--- src/rtl/core/gb3_pkg.sv ---
// Shared types, constants and helpers for the 3x3 Gaussian blur block.
package gb3_pkg;

    localparam int MAX_ROW_LENGTH_DEF = 4096;
    localparam int ROW_COUNT_LIMIT    = 4096;
    localparam int ROW_W              = $clog2(ROW_COUNT_LIMIT);
    localparam int CFG_DATA_W         = 13;
    localparam int PIX_W              = 8;
    localparam int SUM_W              = PIX_W + 4;
    localparam int RESET_ROW_LENGTH   = 640;
    localparam int RESET_ROW_COUNT    = 480;

    typedef enum logic {
        CFG_ROW_LENGTH = 1'b0,
        CFG_ROW_COUNT  = 1'b1
    } t_cfg_index;

    // Control word that travels with an accepted transaction into the window stage.
    typedef struct packed {
        logic write;       // pixel of the plane: shift the window and update the lines
        logic emit;        // the transaction releases a result
        logic blur;        // the result is the weighted sum rather than a copy
        logic tail;        // tail of the plane: the result comes from a line buffer
        logic tail_upper;  // tail result comes from the upper line
        logic last;        // final pixel of the plane
    } t_item_ctl;

    // Saturates a row_count write and returns the index of the last row.
    function automatic logic [ROW_W-1:0] last_row_of(input logic [CFG_DATA_W-1:0] value);
        logic [ROW_W-1:0] result;
        if (value == '0) begin
            result = '0;
        end else if (32'(value) > ROW_COUNT_LIMIT) begin
            result = ROW_W'(ROW_COUNT_LIMIT - 1);
        end else begin
            result = ROW_W'(value - CFG_DATA_W'(1));
        end
        return result;
    endfunction

endpackage

--- src/rtl/core/gb3_seq.sv ---
// Raster sequencer: configuration registers, row and column counters, tail control.
module gb3_seq #(
    parameter int MAX_ROW_LENGTH = gb3_pkg::MAX_ROW_LENGTH_DEF
) (
    input  logic                              i_clk,
    input  logic                              i_rst_n,
    input  logic                              i_cfg_we,
    input  gb3_pkg::t_cfg_index               i_cfg_index,
    input  logic [gb3_pkg::CFG_DATA_W-1:0]    i_cfg_data,
    input  logic                              i_accept,
    input  logic                              i_drain,
    output gb3_pkg::t_item_ctl                o_ctl,
    output logic [$clog2(MAX_ROW_LENGTH)-1:0] o_rd_addr
);

    localparam int AW      = $clog2(MAX_ROW_LENGTH);
    localparam int RST_LEN = (gb3_pkg::RESET_ROW_LENGTH > MAX_ROW_LENGTH) ?
                             MAX_ROW_LENGTH : gb3_pkg::RESET_ROW_LENGTH;
    localparam logic [AW-1:0] LAST_COL_RST = AW'(RST_LEN - 1);
    localparam logic [gb3_pkg::ROW_W-1:0] LAST_ROW_RST =
        gb3_pkg::ROW_W'(gb3_pkg::RESET_ROW_COUNT - 1);

    function automatic logic [AW-1:0] last_col_of(
        input logic [gb3_pkg::CFG_DATA_W-1:0] value
    );
        logic [AW-1:0] result;
        if (value == '0) begin
            result = '0;
        end else if (32'(value) > MAX_ROW_LENGTH) begin
            result = AW'(MAX_ROW_LENGTH - 1);
        end else begin
            result = AW'(32'(value) - 32'd1);
        end
        return result;
    endfunction

    logic [AW-1:0]             r_last_col, n_last_col;
    logic [gb3_pkg::ROW_W-1:0] r_last_row, n_last_row;
    logic [AW-1:0]             r_col, n_col;
    logic [gb3_pkg::ROW_W-1:0] r_row, n_row;
    logic                      r_tail, n_tail;
    logic                      r_tail_upper, n_tail_upper;
    logic                      at_row_end;

    always_comb begin
        n_last_col   = r_last_col;
        n_last_row   = r_last_row;
        n_col        = r_col;
        n_row        = r_row;
        n_tail       = r_tail;
        n_tail_upper = r_tail_upper;
        o_ctl        = '0;
        o_rd_addr    = r_col;
        at_row_end   = (r_col == r_last_col);

        if (r_tail) begin
            o_ctl.tail       = 1'b1;
            o_ctl.emit       = 1'b1;
            o_ctl.tail_upper = r_tail_upper;
            o_ctl.last       = !r_tail_upper && at_row_end;
            if (r_tail_upper) begin
                o_rd_addr = r_last_col;
            end
        end else if (!i_drain) begin
            o_ctl.write = 1'b1;
            // The first result leaves with the second pixel of the second row.
            o_ctl.emit  = (r_row > gb3_pkg::ROW_W'(1)) ||
                          ((r_row == gb3_pkg::ROW_W'(1)) && (r_col != '0));
            o_ctl.blur  = (r_row > gb3_pkg::ROW_W'(1)) && (r_col > AW'(1));
        end

        if (i_accept) begin
            if (r_tail) begin
                if (r_tail_upper) begin
                    n_tail_upper = 1'b0;
                end else if (at_row_end) begin
                    n_tail = 1'b0;
                    n_col  = '0;
                end else begin
                    n_col = r_col + AW'(1);
                end
            end else if (!i_drain) begin
                if (at_row_end) begin
                    n_col = '0;
                    if (r_row == r_last_row) begin
                        n_tail       = 1'b1;
                        n_tail_upper = (r_last_row != '0);
                        n_row        = '0;
                    end else begin
                        n_row = r_row + gb3_pkg::ROW_W'(1);
                    end
                end else begin
                    n_col = r_col + AW'(1);
                end
            end
        end

        if (i_cfg_we) begin
            n_col        = '0;
            n_row        = '0;
            n_tail       = 1'b0;
            n_tail_upper = 1'b0;
            case (i_cfg_index)
                gb3_pkg::CFG_ROW_LENGTH: n_last_col = last_col_of(i_cfg_data);
                gb3_pkg::CFG_ROW_COUNT:  n_last_row = gb3_pkg::last_row_of(i_cfg_data);
                default: ;
            endcase
        end
    end

    always_ff @(posedge i_clk) begin
        if (!i_rst_n) begin
            r_last_col   <= LAST_COL_RST;
            r_last_row   <= LAST_ROW_RST;
            r_col        <= '0;
            r_row        <= '0;
            r_tail       <= 1'b0;
            r_tail_upper <= 1'b0;
        end else begin
            r_last_col   <= n_last_col;
            r_last_row   <= n_last_row;
            r_col        <= n_col;
            r_row        <= n_row;
            r_tail       <= n_tail;
            r_tail_upper <= n_tail_upper;
        end
    end

endmodule

--- config.mk ---
export PLATFORM = sky130hd
export DESIGN_NAME = gb3_seq
export DESIGN_NICKNAME = d
export VERILOG_FILES = /design/src/rtl/core/gb3_pkg.sv /design/src/rtl/core/gb3_seq.sv
export SDC_FILE = /design/constraint.sdc
export NUM_CORES = 1
export LEC_CHECK = 0
export BUFFER_PORTS_ARGS = -buffer_cell sky130_fd_sc_hd__buf_4
export CELL_PAD_IN_SITES_DETAIL_PLACEMENT = 1
export CELL_PAD_IN_SITES_GLOBAL_PLACEMENT = 2
export CORE_AREA = 2 2 98 100
export CTS_BUF_LIST = sky130_fd_sc_hd__clkbuf_4
export DETAILED_ROUTE_END_ITERATION = 7
export DIE_AREA = 0 0 100 102
export MAX_ROUTING_LAYER = met4
export PLACE_DENSITY = 0.86
export SLEW_MARGIN = 20
export SYNTH_ARGS = -nofsm -noshare
export SYNTH_HDL_FRONTEND = slang
export SYNTH_SLANG_ARGS = --single-unit
--- constraint.sdc ---
create_clock -name i_clk -period 2.65 [get_ports i_clk]
set_input_delay 0.1325 -clock i_clk [delete_from_list [all_inputs] [get_ports i_clk]]
set_output_delay 0.1325 -clock i_clk [all_outputs]
set_load 0.005 [all_outputs]
==> Yosys cells after proc, flatten, opt, wreduce, memory -nomap -nowiden <==
Index checks and enable logic that the tools add are counted.
{ "word_totals": {"output_inout_bits": 18, "wordCells": 64, "register_bits": 50, "in_bits": 19} }
{ "classes": {"n_eq_ne": 5, "n_reduce_logical": 16, "addsub": 4, "order_cmp": 3, "bitwise_logic": 4, "n_mux": 26} }
{ "op_table": {"columns": ["operator", "count"], "rows": [
  ["$mux 12", 11],
  ["$add 12x1->12 const B", 2],
  ["$eq 12x12->1", 2],
  ["$gt 12x1->1 const B", 2],
  ["$reduce_bool 12->1", 2],
  ["$sub 12x1->12 const B", 2],
  ["$gt 13x13->1 const B", 1],
  ["$logic_not 13->1", 1],
  ["$mux 1", 13],
  ["$eq 12x1->1 const B", 1],
  ["$reduce_and 4->1", 2],
  ["$mux 3", 2],
  ["$not 1->1", 4],
  ["$reduce_and 2->1", 2],
  ["$reduce_bool 2->1", 2],
  ["$logic_and 1x1->1", 3],
  ["$reduce_and 3->1", 1],
  ["$ne 2x1->1 const B", 1],
  ["$ne 2x2->1 const B", 1],
  ["$reduce_or 2->1", 1],
  ["$logic_not 1->1", 1],
  ["$logic_or 1x1->1", 1]
]} }

==> Depth between registers and ports, before layout <==
Gate-level depths: netlist of the first run.
{ "depth": {"word_depth": 5, "depth_mapped": 7, "mapped_depth_nobuf": 7} }

==> Worst setup path before layout of the first run <==
OpenSTA, ideal clock, no wires.
{ "synth_path": {"kind": "register to register", "start": "register r_col[0]", "end": "register r_tail", "setup_time_ns": 0.086, "n_path_buf": 0, "setup_slack_ns": 0.777, "stages_incl_launch_ff": 6, "synth_period_minus_slack_ns": 1.873, "arrival_ns": 1.787, "required_time_ns": 2.564, "path_cell_list": "dfxtp_1 -> xor2_1 -> nor4_4 -> nand3_2 -> or4b_4 -> a221oi_2"} }
{ "synth_via": {"elab_chain_cells": 4, "elab_cells_between_ends": 6, "classes_between": "1 x eq/ne; 5 x mux"} }
{ "synth_lines": {"columns": ["item", "line_no", "source"], "rows": [
  ["from (decl)", "gb3_seq.sv:39", "logic [AW-1:0] r_col, n_col;"],
  ["from (signal assigned)", "gb3_seq.sv:122", "r_col <= n_col;"],
  ["$eq 12x12->1 (*)", "gb3_seq.sv:54", "at_row_end = (r_col == r_last_col);"],
  ["$mux 1, on equally long branches", "gb3_seq.sv:83, gb3_seq.sv:76", null],
  ["$mux 1, on equally long branches", "gb3_seq.sv:82, gb3_seq.sv:74", null],
  ["$mux 1 (*)", "gb3_seq.sv:73", "if (r_tail) begin"],
  ["to (signal assigned)", "gb3_seq.sv:124", "r_tail <= n_tail;"],
  ["to (decl)", "gb3_seq.sv:41", "logic r_tail, n_tail;"]
]} }
Mark *: on every way between the ends. The rest lies on a longest branch, timed or not.
A chain may end at the register's enable or synchronous reset.

==> results of run 1 <==
[worst max path at each step]
stage	start	endpoint	slack, ns	cells after the start
after floorplan	r_col[0]	r_tail	0.78	5
after global placement	r_col[0]	r_row[6]	0.62	5
after detailed placement	r_col[0]	r_tail	0.59	5
after CTS	r_col[6]	o_ctl[4]	0.23	6
after global routing	r_col[6]	o_ctl[4]	0.03	6
final	r_col[6]	o_ctl[4]	0.25	6
[power by group through the flow]
stage	Clock [mW]	Sequential (mW)	Combinational, mW
global placement	0	0.821	0.181
detailed placement	0	0.822	0.186
CTS	0.408	0.805	0.188
global route	0.437	0.809	0.210
floorplan	0	0.810	0.120
finish	0.393	0.805	0.186
[stage by stage]
step / instances / power, mW
finish: 534 / 1.38
global route: 534 / 1.46
CTS: 534 / 1.40
detailed placement: 525 / 1.01
global placement: 525 / 1.00
floorplan: 397 / 0.930
[final cells by class]
cell class	instances	area [µm²]
clock buffers	5	37.5
fillers	1138	5450
inverters	17	63.8
repair buffers	42	318
multi-input cells	306	2070
clock inverters	3	26.3
flip-flops and latches	50	1000
well taps	111	139
[worst max-delay path, stage by stage (launching register included)]
cell and delay (ns):
dfxtp_1 0.42, or4_1 0.55, nor4_1 0.43, nand2_1 0.10
a21oi_1 0.14, o21ai_0 0.09, buf_4 0.14
[placed cells by master, fill, tap and decap left out, types with 6 or more instances in the layout]
| cell | n |
|---|---|
| nand4_1 | 11 |
| mux2_2 | 6 |
| dfxtp_1 | 50 |
| o21ai_0 | 14 |
| nor3_1 | 11 |
| buf_4 | 41 |
| nor2_1 | 27 |
| nand3_1 | 18 |
| ha_1 | 8 |
| nor4_1 | 18 |
| nand2_1 | 48 |
| inv_1 | 16 |
| o211ai_1 | 14 |
| xor2_1 | 28 |
| xnor2_1 | 13 |
[cells by family (layout without fill, tap and decap cells)]
family                   count (synthesis)  in the layout  synth area share, %
AND/OR/NAND/NOR                        174            174                 29.7
buffers and inverters                   41             67                 5.35
flip-flops                              50             50                 30.8
adder cells (fa/ha/maj)                 11             11                 4.01
AO/OA/AOI/OAI                           69             69                 15.4
multiplexers                            11             11                 3.62
XOR/XNOR                                41             41                 11.1
[state kept, by name (all words and copies together), names as in the netlist]
register,cells
r_last_row,12
r_row,12
r_last_col,12
r_col,12
r_tail_upper,1
r_tail,1
[routing by layer]
metal | global-route usage [%] | up-vias
met5 | - | -
met2 | 32.0 | 50
li1 | - | 1498
met3 | 2.33 | 10
met4 | 4.95 | 0
met1 | 25.1 | 1452
[what timing repair did]
item	4_1_cts	5_1_grt
endpoints found under the hold margin	1	0
hold buffers	1	0
buffers inserted	0	0
==> results.cfg, run 1 <==
[outcome]
outcome = completed

[timing]
setup_repair_after_global_routing_missed_its_margin = no
hold_slack_ns = 0.0545
fin_ws_ns = 0.250
slew_violations = 0
max_slew_margin_pct = 48.0
worst_slew_pin_slew_ns = 0.780
final_hold_violating_endpoints = 0
clock_skew_ns = 0.0177
achievable-frequency_mhz = 417
final.min_clock_period_ns = 2.40
timing.setup.tns_ns = 0
report.final.setup_viol = 0
fin_crit_sh_pct = 90.6

[synth]
synthesis.nets = 424
synth_area_mm2 = 0.00325
postSynth.asyncResetShare_pct = 0
ys_types = 63
yosys.cell_count.top_type = dfxtp_1
synth-main-ff-cell = dfxtp_1
synth.area.top_cells = dfxtp_1 31%, xor2_1 7.6%, nand2_1 5.5%
synth_top_cell_by_area = dfxtp_1
count_of_flip_flops_with_a_built_in_enable_after_synthesis = 0
synthCells = 397
netlist.area_leader.share_pct = 30.8
ys.warnings.count = 0
synth.cells.most_frequent = 50 x dfxtp_1, 48 x nand2_1, 28 x xor2_1
synth.ff_latch_count = 50
seq_area_frac_synth_pct = 30.8
synth.avg_cell_area_um2 = 8.18

[cts]
clk_transition_reported_paths_ns = 0.18
tritoncts = built
tritoncts.num_buffers = 5
ctsHtreeMaxLevel = 2
insertion_delay_ns = 0.38
clockRootBuffer = clkbuf_4
clkSinkCount = 50
post_cts_resized = 0
clock_path_buffers = 2

[setup_path]
critPathRequiredTime_ns = 2.52
r2r_start = r_col[0]
critPathMaxFanout = 7
critPathCaptureType = output port
path_class = register to output port
critical_path.reg2reg.endpoint = r_tail
critPathArrivalTime_ns = 2.27
setup.reg_to_reg.worst_slack_ns = 0.54
timing.critical_path.from_type = register
rr_worst_depth = 5

[routing]
met3WireLength_um = 243
detail_route.drc_violations = 0
m1WireLength_mm = 4.36
dr_total_vias = 3010
detail_route.first_pass.iterations = 4
route.detailed.vias_per_inst = 5.64
ant_nets = 0
routed.top_layer = met4
finalWirelength_mm = 9.08
met2WireLength_mm = 4.33
drtIter0Drc = 112
routedWlPerCell_um = 17.0

[placed_design]
hpwl_mm = 6.99
routabilityCongestion = 0.868
place_area_mm2 = 0.00358
port_buffers = 36
detailedPlace.worstSlack_ns = 0.588

[floorplanning]
chipHeight_um = 102
initial_utilization_pct = 35.7
std_cell_rows = 35
fp.dieW_um = 100
top_level_ports = 37
design.core.area_mm2 = 0.00911
fp.dieArea_mm2 = 0.0102

[pwr]
combPwrFrac_pct = 13.4
cell_internal_pwr_mw = 0.966
pwr-share-clk_pct = 28.4
p_switching_mw = 0.418
vdd.ir_drop.worst_mv = 0.169
proportion_of_power_drawn_by_flip_flops_and_latches_pct = 58.2
power_leakage_nw = 1.38
power_density_mw_per_mm2 = 378
switching_share_pct = 30.2

[global_routing]
globalRouteOverflowTotal = 0
antenna_found_initial = 0
largest_net_degree_at_the_start_of_global_routing = 28
first_global_vias = 2975
grt_pass1_wl_mm = 15.3
total_global_route_track_usage_pct = 19.3

[job]
timing.max_cap.violations = 0

[layout]
number_of_nets_in_the_final_layout = 449
final_util_pct = 40.2
antenna_cells_inserted = 0
syn_to_layout_area_delta_pct = 12.6
drive_above_1_share_pct = 16.3
stdcell_area_mm2 = 0.00366

[hold_path]
min-delay-start = i_drain
timing.hold.worst_path_depth = 3
min_delay_worst_endpoint = r_tail
hold_path.class = input port to register
Power figures use the tool's default switching activity.
==> run 2, diff against run 1 <==
==> constraint.sdc (replaced) <==
create_clock -name i_clk -period 2.65 [get_ports i_clk]
set_input_delay 0.53 -clock i_clk [delete_from_list [all_inputs] [get_ports i_clk]]
set_output_delay 0.53 -clock i_clk [all_outputs]
set_load 0.005 [all_outputs]
==> run 2 against run 1 <==
Hold slack better by 0.30 ns. Register-to-register slack better by 0.04 ns. Largest power group unchanged. Critical endpoint unchanged. Combinational power about the same. Largest cell class unchanged. First-iteration DRC count up 4.5%. Core utilization up 0.84 points. Clock-buffer cell count unchanged.
==> results.cfg, run 2 (synthesis results as in run 1) <==
[floorplanning]
fp.dieW_um = 100
design.core.area_mm2 = 0.00911
std_cell_rows = 35
top_level_ports = 37
chipHeight_um = 102
initial_utilization_pct = 35.7
fp.dieArea_mm2 = 0.0102

[cts]
ctsHtreeMaxLevel = 2
tritoncts = built
clk_transition_reported_paths_ns = 0.17
tritoncts.num_buffers = 5
insertion_delay_ns = 0.40
clkSinkCount = 50
clock_path_buffers = 2
clockRootBuffer = clkbuf_4

[routing]
detail_route.drc_violations = 0
routedWlPerCell_um = 17.2
routed.top_layer = met4
met3WireLength_um = 174
finalWirelength_mm = 9.24
dr_total_vias = 3010
m1WireLength_mm = 4.65
met2WireLength_mm = 4.34
detail_route.first_pass.iterations = 4
drtIter0Drc = 117
route.detailed.vias_per_inst = 5.59
ant_nets = 0

[hold_path]
min_delay_worst_endpoint = r_tail
min-delay-start = i_accept
timing.hold.worst_path_depth = 2
hold_path.class = input port to register

[placed_design]
port_buffers = 36
routabilityCongestion = 0.859
hpwl_mm = 7.14

[setup_path]
critPathCaptureType = output port
critPathMaxFanout = 4
sum_of_buffers_and_inverters_on_the_critical_path = 1
path_class = register to output port
critical_path.cell_chain = or4_4 > nor4_4 > nand2_1 > a21oi_2 > o21ai_1 > buf_4
crit_path_max_incr_delay_ns = 0.54
critical_path.reg2reg.endpoint = r_tail
rr_worst_depth = 5
r2r_start = r_last_col[2]
critPathSlowestCell = or4_4
timing.critical_path.from_type = register
setup.reg_to_reg.worst_slack_ns = 0.58
critPathRequiredTime_ns = 2.12
critPathArrivalTime_ns = 2.02
critical_path.top_delay_family = simple AND/OR/NAND/NOR gates

[global_routing]
globalRouteOverflowTotal = 0
first_global_vias = 2966
antenna_found_initial = 0
grt_pass1_wl_mm = 15.5
total_global_route_track_usage_pct = 19.4
largest_net_degree_at_the_start_of_global_routing = 28

[outcome]
outcome = completed

[timing]
max_slew_margin_pct = 49.4
clock_skew_ns = 0.0155
worst_slew_pin_slew_ns = 0.758
final.min_clock_period_ns = 2.55
setup_repair_after_global_routing_missed_its_margin = yes
report.final.setup_viol = 0
achievable-frequency_mhz = 392
fin_crit_sh_pct = 96.3
final_hold_violating_endpoints = 0
slew_violations = 0
hold_slack_ns = 0.358
timing.setup.tns_ns = 0

[layout]
mostFrequentLayoutCells = 48 x nand2_1, 46 x buf_4, 42 x dfxtp_1
antenna_cells_inserted = 0
number_of_nets_in_the_final_layout = 453
drive_above_1_share_pct = 20.4
final_util_pct = 41.0
layout.cells.most_common = nand2_1
syn_to_layout_area_delta_pct = 15.0

[pwr]
power_leakage_nw = 1.41
report.power.total_mw = 1.39
vdd.ir_drop.worst_mv = 0.187
power_density_mw_per_mm2 = 373

[job]
timing.max_cap.violations = 0
==> run 2: changes by cell type in the layout (fill, tap and decap cells not counted), sizes merged <==
cell	before	now
buf	41	46
dlygate4sd3	1	0
inv	18	17
clkinvlp	0	1
==> run 2: how the worst max path moves through the flow <==
stage	cells after the start	startpoint	endpoint
floorplan	6	i_cfg_data[0]	r_last_col[2]
global placement	7	i_cfg_data[0]	r_last_col[4]
detailed placement	7	i_cfg_data[0]	r_last_col[4]
CTS	6	r_col[6]	o_ctl[4]
global route	5	r_last_col[3]	o_ctl[0]
finish	6	r_col[2]	o_ctl[4]
==> run 2: final cells by class <==
class,count,area (µm²)
Clock inverter,3,26.3
Clock buffer,5,37.5
Multi-Input combinational cell,306,2100
Timing Repair Buffer,46,345
Sequential cell,50,1020
Inverter,17,67.6
Tap cell,111,139
Fill cell,1114,5370
==> run 2: stage by stage <==
step,setup slack [ns],area (µm²),cells
floorplan,0.569,3250,397
global placement,0.311,3590,526
detailed placement,0.257,3590,526
CTS,-0.00640,3680,534
global route,-0.0281,3730,538
finish,0.0975,3730,538
==> run 2: report_power, final <==
group / total (mW) / switching [mW] / internal, mW / leakage (nW)
registers: 0.802 / 0.0283 / 0.773 / 0.413
clock network: 0.403 / 0.290 / 0.113 / 0.0362
logic: 0.187 / 0.111 / 0.0764 / 0.958
==> run 2: routing by layer <==
layer,track usage [%],vias up
li1,-,1505
met1,26.2,1459
met2,31.4,38
met3,2.39,8
met4,4.53,0
met5,-,-
==> run 2: worst register-to-register path: stages (launching register included) <==
cell	delay, ns
dfxtp_1	0.39
xor2_1	0.21
nor4_4	0.42
nand3_2	0.21
or4b_4	0.56
a221oi_2	0.20
==> run 2: repair_timing <==
action / in CTS / in global routing
buffers inserted: 0 / 4
setup endpoints to repair: 3 / 5
resized for setup: 4 / 15
pin swaps: 0 / 5
hold buffers: 0 / 0
