### src/rtl/core/gb3_pkg.sv
// Shared types, constants and helpers for the 3x3 Gaussian blur block.
package gb3_pkg;

    localparam int MAX_ROW_LENGTH_DEF = 4096;
    localparam int ROW_COUNT_LIMIT    = 4096;
    localparam int ROW_W              = $clog2(ROW_COUNT_LIMIT);
    localparam int CFG_DATA_W         = 13;
    localparam int PIX_W              = 8;
    localparam int SUM_W              = PIX_W + 4;
    localparam int RESET_ROW_LENGTH   = 640;
    localparam int RESET_ROW_COUNT    = 480;

    typedef enum logic {
        CFG_ROW_LENGTH = 1'b0,
        CFG_ROW_COUNT  = 1'b1
    } t_cfg_index;

    // Control word that travels with an accepted transaction into the window stage.
    typedef struct packed {
        logic write;       // pixel of the plane: shift the window and update the lines
        logic emit;        // the transaction releases a result
        logic blur;        // the result is the weighted sum rather than a copy
        logic tail;        // tail of the plane: the result comes from a line buffer
        logic tail_upper;  // tail result comes from the upper line
        logic last;        // final pixel of the plane
    } t_item_ctl;

    // Saturates a row_count write and returns the index of the last row.
    function automatic logic [ROW_W-1:0] last_row_of(input logic [CFG_DATA_W-1:0] value);
        logic [ROW_W-1:0] result;
        if (value == '0) begin
            result = '0;
        end else if (32'(value) > ROW_COUNT_LIMIT) begin
            result = ROW_W'(ROW_COUNT_LIMIT - 1);
        end else begin
            result = ROW_W'(value - CFG_DATA_W'(1));
        end
        return result;
    endfunction

endpackage

### src/rtl/core/gb3_window.sv
// Window stage: 3x3 taps, weighted sum, line write-back and the output register.
module gb3_window #(
    parameter int MAX_ROW_LENGTH = gb3_pkg::MAX_ROW_LENGTH_DEF
) (
    input  logic                              i_clk,
    input  logic                              i_rst_n,
    input  logic                              i_load,
    input  gb3_pkg::t_item_ctl                i_ctl,
    input  logic [gb3_pkg::PIX_W-1:0]         i_pix,
    input  logic [$clog2(MAX_ROW_LENGTH)-1:0] i_addr,
    input  logic [gb3_pkg::PIX_W-1:0]         i_q_up,
    input  logic [gb3_pkg::PIX_W-1:0]         i_q_mid,
    input  logic                              i_out_ready,
    output logic                              o_free,
    output logic                              o_we,
    output logic [$clog2(MAX_ROW_LENGTH)-1:0] o_wa,
    output logic [gb3_pkg::PIX_W-1:0]         o_wd_up,
    output logic [gb3_pkg::PIX_W-1:0]         o_wd_mid,
    output logic                              o_out_valid,
    output logic [gb3_pkg::PIX_W-1:0]         o_pixel_out,
    output logic                              o_frame_last
);

    localparam int AW = $clog2(MAX_ROW_LENGTH);
    localparam int SW = gb3_pkg::SUM_W;

    logic                      r_s1_valid;
    gb3_pkg::t_item_ctl        r_s1_ctl;
    logic [gb3_pkg::PIX_W-1:0] r_s1_pix;
    logic [AW-1:0]             r_s1_addr;
    logic [gb3_pkg::PIX_W-1:0] r_tap [9];
    logic [gb3_pkg::PIX_W-1:0] n_tap [9];
    logic                      r_out_valid;
    logic [gb3_pkg::PIX_W-1:0] r_out_pix;
    logic                      r_out_last;
    logic                      out_free;
    logic                      s1_adv;
    logic [SW-1:0]             sum;
    logic [gb3_pkg::PIX_W-1:0] value;

    assign out_free = !r_out_valid || i_out_ready;
    assign s1_adv   = r_s1_valid && (!r_s1_ctl.emit || out_free);
    assign o_free   = !r_s1_valid || s1_adv;

    always_comb begin
        n_tap[0] = r_tap[1];
        n_tap[1] = r_tap[2];
        n_tap[2] = i_q_up;
        n_tap[3] = r_tap[4];
        n_tap[4] = r_tap[5];
        n_tap[5] = i_q_mid;
        n_tap[6] = r_tap[7];
        n_tap[7] = r_tap[8];
        n_tap[8] = r_s1_pix;

        // Kernel 1-2-1 by 1-2-1 with the rounding constant folded in.
        sum = SW'(n_tap[0]) + (SW'(n_tap[1]) << 1) + SW'(n_tap[2])
            + (SW'(n_tap[3]) << 1) + (SW'(n_tap[4]) << 2) + (SW'(n_tap[5]) << 1)
            + SW'(n_tap[6]) + (SW'(n_tap[7]) << 1) + SW'(n_tap[8]) + SW'(8);

        if (r_s1_ctl.blur) begin
            value = sum[SW-1:4];
        end else if (r_s1_ctl.tail) begin
            value = r_s1_ctl.tail_upper ? i_q_up : i_q_mid;
        end else begin
            // The window center after the shift, which is the old middle-right tap.
            value = r_tap[5];
        end
    end

    assign o_we     = s1_adv && r_s1_ctl.write;
    assign o_wa     = r_s1_addr;
    assign o_wd_up  = i_q_mid;
    assign o_wd_mid = r_s1_pix;

    always_ff @(posedge i_clk) begin
        if (i_load) begin
            r_s1_ctl  <= i_ctl;
            r_s1_pix  <= i_pix;
            r_s1_addr <= i_addr;
        end
        if (s1_adv && r_s1_ctl.emit) begin
            r_out_pix  <= value;
            r_out_last <= r_s1_ctl.last;
        end
    end

    always_ff @(posedge i_clk) begin
        if (!i_rst_n) begin
            r_s1_valid  <= 1'b0;
            r_out_valid <= 1'b0;
            for (int k = 0; k < 9; k++) begin
                r_tap[k] <= '0;
            end
        end else begin
            if (o_we) begin
                for (int k = 0; k < 9; k++) begin
                    r_tap[k] <= n_tap[k];
                end
            end
            if (i_load) begin
                r_s1_valid <= 1'b1;
            end else if (s1_adv) begin
                r_s1_valid <= 1'b0;
            end
            if (s1_adv && r_s1_ctl.emit) begin
                r_out_valid <= 1'b1;
            end else if (i_out_ready) begin
                r_out_valid <= 1'b0;
            end
        end
    end

    assign o_out_valid  = r_out_valid;
    assign o_pixel_out  = r_out_pix;
    assign o_frame_last = r_out_last;

endmodule

### config.mk
export PLATFORM = sky130hd
export DESIGN_NAME = gb3_window
export DESIGN_NICKNAME = d
export VERILOG_FILES = /design/src/rtl/core/gb3_pkg.sv /design/src/rtl/core/gb3_window.sv
export SDC_FILE = /design/constraint.sdc
export NUM_CORES = 1
export LEC_CHECK = 0
export CORE_ASPECT_RATIO = 1.2
export CORE_MARGIN = 2
export CORE_UTILIZATION = 40
export CTS_CLUSTER_SIZE = 28
export DETAILED_ROUTE_END_ITERATION = 16
export DONT_BUFFER_PORTS = 1
export PLACE_DENSITY_LB_ADDON = 0.12
export SLEW_MARGIN = 10
export SYNTH_ARGS = -nofsm -noshare
export SYNTH_HDL_FRONTEND = slang
export SYNTH_SLANG_ARGS = --single-unit
### constraint.sdc
create_clock -name i_clk -period 4.1 [get_ports i_clk]
set_input_delay 0.205 -clock i_clk [delete_from_list [all_inputs] [get_ports i_clk]]
set_output_delay 0.205 -clock i_clk [all_outputs]
set_load 0.02 [all_outputs]
# --- After elaboration in Yosys (flattened, before gate mapping) ---
# Memories as Yosys holds them, arrays and structs flattened.
# Index checks and enable logic that the tools add are counted.
word_totals:
  wordCells: 62
  inputBits: 46
  mem_count: 1
  ram_bits: 72
  regBits: 37
  out_inout_bits: 40
memory_table:
  columns: ["name", "depth", "width", "rd", "rd_clocked_by_memory_dff", "write_ports", "line_no", "source"]
  rows:
  - ["r_tap", 9, 8, 6, 0, 9, "gb3_window.sv:31", "logic [gb3_pkg::PIX_W-1:0] r_tap [9];"]
op_classes:
  n_mux: 20
  addsub: 9
  n_reduce_logical: 11
  bitwise: 9
op_table:
  columns: ["cell", "n"]
  rows:
  - ["$mux 8", 12]
  - ["$add 12x8->12", 2]
  - ["$add 12x9->12", 2]
  - ["$add 11x9->12", 1]
  - ["$add 12x10->12", 1]
  - ["$add 12x4->12 const B", 1]
  - ["$add 10x8->11", 1]
  - ["$add 8x9->10", 1]
  - ["$or 1x1->1", 9]
  - ["$mux 1", 8]
  - ["$reduce_bool 2->1", 2]
  - ["$logic_and 1x1->1", 3]
  - ["$logic_not 1->1", 3]
  - ["$logic_or 1x1->1", 3]

# --- Depth between registers and ports, before layout ---
# Gate-level depths: netlist of run 1.
depth:
  depth_word: 10
  ltp_mapped: 15
  ltp_nobuf: 15

# --- Worst setup path after synthesis of run 1 ---
# OpenSTA, ideal clock, no wires.
synth_path:
  path_kind: "register to register"
  start: "mem r_tap[8][4] (netlist name)"
  end: "reg r_out_pix (netlist bit o_pixel_out[4]), data pin"
  n_path_buf: 0
  setup_ns: 0.255
  period_less_slack_ns: 4.104
  slack_ns: -0.004
  t_required_ns: 3.845
  t_arrival_ns: 3.849
  path_stages_with_launch: 13
  path_cell_list: "edfxtp_1 > fa_1 > fa_1 > fa_1 > inv_1 > fa_1 > inv_1 > ha_1 > a21o_1 > a21oi_1 > nor2b_1 > or4_1 > a31o_1"
synth_lines:
  columns: ["element", "line_no", "source"]
  rows:
  - ["start: declaration", "gb3_window.sv:31", null]
  - ["end signal: assignment", "gb3_window.sv:83", "r_out_pix <= value;"]
  - ["end: declaration", "gb3_window.sv:34", "logic [gb3_pkg::PIX_W-1:0] r_out_pix;"]

# --- Final worst setup path of run 1 ---
layout_path:
  start: "reg r_s1_pix (netlist bit o_wd_mid[5])"
  end: "reg r_out_pix (netlist bit o_pixel_out[4]), data pin"
layout_via:
  elab_chain_cells: 3
layout_rtl:
  columns: ["element", "line_no", "source"]
  rows:
  - ["start: declaration", "gb3_window.sv:29", "logic [gb3_pkg::PIX_W-1:0] r_s1_pix;"]
  - ["start signal: assignment", "gb3_window.sv:79", "r_s1_pix <= i_pix;"]
  - ["$add 12x8->12", "gb3_window.sv:59", "+ SW'(n_tap[6]) + (SW'(n_tap[7]) << 1) + SW'(n_tap[8]) + SW'(8);"]
  - ["$add 12x4->12", "gb3_window.sv:59", null]
  - ["$mux 8", "gb3_window.sv:61", "if (r_s1_ctl.blur) begin"]
  - ["net value, one bit", "gb3_window.sv:39", "logic [gb3_pkg::PIX_W-1:0] value;"]
# The timed path passes the listed nets, and every way through them passes these cells.
# A chain may end at the register's enable or synchronous reset.

==> results.py, run 1 <==
metrics = {
    "floorplanning": {
        "die_w_um": 109,
        "ios": 86,
        "coreArea_um2": 13100,
        "start_util": 0.406,
        "die-area_um2": 14200,
        "num_rows": 46,
        "die_y_um": 130,
    },
    "clocking": {
        "htreeDepth": 3,
        "ctsLongestPathBuffers": 2,
        "cts.sinks": 85,
        "cts.clk_slew.worst_paths_ns": 0.06,
        "cts_tree": "done",
        "clk_latency_ns": 0.34,
        "clock-root-buffer": "clkbuf_16",
        "cts_buffers": 9,
    },
    "worst_setup_path": {
        "path_buf_inv": 4,
        "path_delay_family": "adder cells",
        "crit_top_cell": "fa_1",
        "crit_chain": "inv_2, fa_1, inv_2, fa_1, fa_1, inv_1, fa_1, inv_2, ha_4, a21o_1, a21oi_2, nor2b_2, or4_1, a31o_1",
        "arrival_ns": 4.18,
        "worstSetupPathType": "register to register",
        "crit_cells": 14,
        "max_stage_delay_ns": 0.54,
        "worst-path-max-fanout": 2,
        "r2r-start": "o_wd_mid[5]$_DFFE_PP_",
        "critical_path.startpoint": "o_wd_mid[5]$_DFFE_PP_",
        "cp_slowest_cell": "fa_1",
        "reg2reg_depth": 14,
        "required_ns": 4.19,
        "critPathCaptureType": "register",
        "cp-start-kind": "register",
    },
    "synthesis": {
        "syn_nets": 551,
        "postSynthCellCount": 433,
        "yosysTopAreaCell": "edfxtp_1",
        "ys_ff_latch": 85,
        "synth_enable_flop_cells": 83,
        "synth_area_leaders": "edfxtp_1, fa_1, inv_1, and3_1, ha_1",
        "ys_seq_area_frac": 0.478,
        "synthesis.area_um2": 5300,
        "synth_top_area_frac": 0.470,
        "yosysMostFrequentCell": "inv_1",
        "synthTopCellsByCount": "inv_1, edfxtp_1, fa_1",
        "yosysWarnings": 0,
        "async_flop_share": 0,
        "syn_avg_cell_area_um2": 12.2,
        "ys.flop_type": "edfxtp_1",
        "synthDistinctLibCells": 41,
    },
    "min_path": {
        "holdPathStages": 1,
        "hold_class": "primary input to register",
        "worstHoldStart": "i_rst_n",
    },
    "global_route": {
        "track_usage": 0.157,
        "grt_pass1_vias": 3315,
        "antenna_found_initial": 0,
        "grt_max_degree": 52,
        "overflow": 0,
        "grt_pass1_wl_um": 16500,
    },
    "routing": {
        "drc": 0,
        "dr_total_vias": 3149,
        "ant_nets": 0,
        "wl_per_cell_um": 16.2,
        "first_iter_violations": 89,
        "wirelength_um": 10500,
        "avgViaCountPerCell": 4.84,
        "firstDrtPassIters": 4,
    },
    "timing": {
        "worstMarginPinSlew_ns": 0.939,
        "maxSlewHeadroom": 0.372,
        "rsz0062_at_grt": "true",
        "skew_ns": 0.00575,
        "layout_setup_ws_ns": 0.0165,
        "timing.hold.ws_ns": 0.0373,
        "period_share": 0.996,
        "hold_viol": 0,
        "finalMaxSlewViolations": 0,
        "setup_viol": 0,
        "max_freq_mhz": 245,
        "fin_crit_ns": 4.08,
    },
    "place": {
        "numPortBuffers": 0,
        "place_ws_ns": -0.129,
        "numPlacedInstances": 597,
        "place_congestion": 0.804,
        "dp_hpwl_um": 7320,
    },
    "pwr": {
        "vdd_drop_max_mv": 0.487,
        "leakage_uw": 0.00286,
        "power.density_nw_per_um2": 722,
    },
    "final_layout": {
        "drive_above_1_share": 0.193,
        "num-fill-cells": 1159,
        "instances_no_fill": 651,
        "finish.net_count": 596,
        "area_growth_pct": 19.8,
        "diodes": 0,
    },
    "outcome": {
        "outcome": "finished, final reports clean",
    },
    "job": {
        "cap_violations": 0,
    },
}
==> final timing paths <==
kind,end,slack (ns)
setup reg to reg,o_pixel_out[4]$_DFFE_PP_,0.02
setup / recovery,o_pixel_out[4]$_DFFE_PP_,0.02
hold / removal,r_s1_valid$_SDFFE_PN0P_,0.04
hold reg to reg,o_frame_last$_DFFE_PP_,0.42
==> cell families (layout without fill, tap and decap cells) <==
| logic type | count (synthesis) | count (layout) | synth area share |
|---|---|---|---|
| adders and majority gates | 72 | 72 | 0.245 |
| and+or+nand+nor | 85 | 85 | 0.0906 |
| buffers and inverters | 130 | 180 | 0.104 |
| AOI/OAI and AO/OA | 47 | 47 | 0.0578 |
| muxes | 9 | 9 | 0.0170 |
| DFF | 85 | 85 | 0.478 |
| xor gates and xnor gates | 5 | 5 | 0.00826 |
==> cells in the final DEF, fill, tap and decap left out, types with 4 or more instances in the layout <==
master | netlist | routed
o211ai_1 | 6 | 6
o21ai_0 | 11 | 8
nand2_1 | 10 | 10
nor2_1 | 12 | 10
mux2i_1 | 9 | 9
dlygate4sd3_1 | 0 | 28
fa_1 | 53 | 51
edfxtp_1 | 83 | 83
inv_2 | 0 | 13
a21oi_1 | 13 | 7
and3_1 | 48 | 48
xor2_1 | 4 | 4
a21oi_2 | 0 | 4
clkbuf_16 | 0 | 9
ha_1 | 19 | 12
buf_4 | 16 | 35
ha_4 | 0 | 5
inv_1 | 100 | 87
==> state kept, by name, indices dropped and copies added, names as in the netlist <==
name,flops
r_tap,48
o_out_valid,1
o_frame_last,1
r_s1_ctl,6
r_s1_valid,1
o_wd_mid,8
o_wa,12
o_pixel_out,8
==> metal layers <==
layer,vias up,track usage,part of all wire
met4,0,0.0498,0.012
met2,64,0.253,0.49
met5,-,0,0
met1,1566,0.209,0.46
met3,11,0.0420,0.040
li1,1508,-,-
==> cell type report <==
class	count	area, um2	area share
Timing Repair Buffer	64	563	0.0886
Clock inverter	4	30.0	0.00473
Inverter	100	375	0.0591
Multi-Input combinational cell	218	2380	0.375
Clock buffer	12	256	0.0404
Tap cell	168	210	0.0331
Sequential cell	85	2530	0.399
==> per-stage QoR <==
step / power (uW) / util / instance area [um2] / TNS, ns
2_1_floorplan: 2650 / - / 5310 / 0
3_3_place_gp: 3250 / 0.425 / 5560 / -0.376
3_5_place_dp: 3270 / 0.425 / 5560 / -0.429
4_1_cts: 4260 / 0.476 / 6220 / 0
5_1_grt: 5000 / 0.486 / 6350 / -0.423
6_report: 4590 / 0.486 / 6350 / 0
==> timing repair <==
action	in CTS	in global routing
gates cloned	0	0
pin swaps	21	35
hold buffers	29	0
endpoints found under the setup margin	5	5
gates resized for setup	12	32
buffers inserted	4	5
hold endpoints to repair	53	0
==> power by group <==
group          switching, uW  internal (uW)
sequential              80.6           1070
combinational           1320           1340
clock                    336            447
No activity file was read; power rests on OpenSTA's default activity.
==> inputs of run 2 (changes only) <==
CELL_PAD_IN_SITES_DETAIL_PLACEMENT = 0   (was not set)
CELL_PAD_IN_SITES_GLOBAL_PLACEMENT = 1   (was not set)
==> run 2 against run 1 <==
Compared with the run above:
- the flow now finishes with violations (setup timing)
- routed wire length decreased by 0.67%
- hold slack lost 0.011 ns
- final area up 1.5%
- flip-flop and latch count unchanged
- clock skew up 0.0015 ns
- clock power increased by 14%
- first-iteration DRC count decreased by 12%
==> results.py, run 2 (synthesis gave the netlist of run 1 again) <==
metrics = {
    "routing": {
        "wirelength_um": 10400,
        "first_iter_violations": 78,
        "avgViaCountPerCell": 4.79,
        "dr_total_vias": 3131,
        "firstDrtPassIters": 4,
        "ant_nets": 0,
        "wl_per_cell_um": 16.0,
        "drc": 0,
    },
    "final_layout": {
        "postLayoutCoreUtil": 0.493,
        "diodes": 0,
        "top_register": "r_tap",
        "largest_reg_flops": 48,
        "finish.net_count": 598,
        "final_common_cell": "inv_1",
        "num-fill-cells": 1166,
        "drive_above_1_share": 0.200,
        "layout_common_cells": "inv_1, edfxtp_1, and3_1, fa_1, buf_4",
        "area_growth_pct": 21.6,
    },
    "worst_setup_path": {
        "critPathCaptureType": "register",
        "cp_slowest_cell": "fa_1",
        "reg2reg_depth": 12,
        "max_stage_delay_ns": 0.57,
        "worstSetupPathType": "register to register",
        "crit_top_cell": "fa_1",
        "r2r-start": "r_tap[1][5]$_SDFFCE_PN0P_",
        "worst-path-max-fanout": 2,
        "timing.rr.end": "o_pixel_out[4]$_DFFE_PP_",
        "path_delay_family": "adder cells",
        "cp-start-kind": "register",
        "crit_chain": "fa_1, fa_1, fa_1, inv_1, fa_1, inv_2, ha_4, a21o_1, a21oi_2, nor2b_1, or4_1, a31o_1",
        "arrival_ns": 4.22,
        "required_ns": 4.18,
        "r2r_slack_ns": -0.03,
        "path_buf_inv": 2,
    },
    "clocking": {
        "clk_latency_ns": 0.34,
        "cts.sinks": 85,
        "cts.clk_slew.worst_paths_ns": 0.07,
        "cts_tree": "done",
        "htreeDepth": 3,
        "clock-root-buffer": "clkbuf_16",
        "cts_buffers": 9,
        "ctsLongestPathBuffers": 2,
    },
    "timing": {
        "maxSlewHeadroom": 0.230,
        "rsz0062_at_grt": "true",
        "finalMaxSlewViolations": 0,
        "fin_crit_ns": 4.13,
        "period_share": 1.01,
        "timing.hold.ws_ns": 0.0266,
        "setup_viol": 1,
        "layout_setup_ws_ns": -0.0345,
        "skew_ns": 0.00724,
        "final.setup.tns_ns": -0.0345,
        "max_freq_mhz": 242,
        "hold_viol": 0,
        "worstMarginPinSlew_ns": 1.15,
    },
    "floorplanning": {
        "die-area_um2": 14200,
        "ios": 86,
        "die_w_um": 109,
        "coreArea_um2": 13100,
        "die_y_um": 130,
        "start_util": 0.406,
        "num_rows": 46,
    },
    "place": {
        "numPortBuffers": 0,
        "place_congestion": 0.819,
        "dp_hpwl_um": 7360,
    },
    "global_route": {
        "grt_pass1_wl_um": 17100,
        "antenna_found_initial": 0,
        "overflow": 0,
        "track_usage": 0.161,
        "grt_max_degree": 52,
        "grt_pass1_vias": 3344,
    },
    "job": {
        "cap_violations": 0,
    },
    "min_path": {
        "min_to": "r_s1_valid$_SDFFE_PN0P_",
        "holdPathStages": 1,
        "hold_class": "primary input to register",
        "worstHoldStart": "i_rst_n",
    },
    "outcome": {
        "violations": "setup timing",
        "outcome": "complete, but fails checks",
    },
    "pwr": {
        "power.density_nw_per_um2": 744,
        "finalPower_uw": 4790,
        "leakage_uw": 0.00289,
        "vdd_drop_max_mv": 0.448,
    },
}
-- run 2: cell count changes in the layout (fill, tap and decap cells not counted), sizes merged --
cell,change
buf,+3
dlygate4sd3,-1
clkbuf,-3
bufinv,+2
clkinvlp,+1
-- run 2: where the power goes --
| part | internal, uW | switching, uW |
|---|---|---|
| clock | 536 | 353 |
| sequential | 1070 | 79.3 |
| combinational | 1410 | 1350 |
-- run 2: layout make-up --
type                       count  area (um2)  area share
clock buffer                   9         225      0.0349
clock inverter                 7        96.3      0.0149
inverter                     100         375      0.0582
multi-input combinational    218        2430       0.376
sequential                    85        2530       0.393
tap                          168         210      0.0326
timing repair buffer          66         579      0.0899
-- run 2: worst max path at each step --
stage,from,end,slack [ns],depth (start not counted)
floorplan,o_wd_mid[4]$_DFFE_PP_,o_pixel_out[6]$_DFFE_PP_,0.06,14
global placement,r_tap[5][4]$_SDFFCE_PN0P_,o_pixel_out[6]$_DFFE_PP_,-0.20,12
detailed placement,r_tap[5][4]$_SDFFCE_PN0P_,o_pixel_out[6]$_DFFE_PP_,-0.20,12
CTS,r_tap[8][6]$_SDFFCE_PN0P_,o_pixel_out[4]$_DFFE_PP_,-0.02,13
global route,r_tap[1][5]$_SDFFCE_PN0P_,o_pixel_out[4]$_DFFE_PP_,-0.15,12
finish,r_tap[1][5]$_SDFFCE_PN0P_,o_pixel_out[4]$_DFFE_PP_,-0.03,12
-- run 2: worst reg2reg max path, delay by kind of cell, from the launching register on --
family	cells	cell delay, ns
AO/OA/AOI/OAI	3	0.54
adder cells (fa/ha/maj)	5	2.25
buffers and inverters	2	0.10
flip-flops	1	0.40
AND/OR/NAND/NOR	2	0.60
-- run 2: stage by stage --
stage / std cells / cell area, um2 / setup slack [ns]
2_1_floorplan: 433 / 5310 / 0.0650
3_3_place_gp: 600 / 5580 / -0.197
3_5_place_dp: 600 / 5580 / -0.200
4_1_cts: 649 / 6320 / -0.0174
5_1_grt: 653 / 6440 / -0.153
6_report: 653 / 6440 / -0.0345
-- run 2: layer usage --
metal	GRT usage	part of all wire	up-vias
li1	-	-	1509
met1	0.219	0.47	1542
met2	0.257	0.48	71
met3	0.0345	0.038	9
met4	0.0520	0.013	0
met5	0	0	-
-- run 2: timing repair --
item,CTS,global route
buffers inserted,5,4
hold buffers,28,0
setup endpoints to repair,5,5
pin swaps,34,28
endpoints found under the hold margin,54,0
resized for setup,22,25
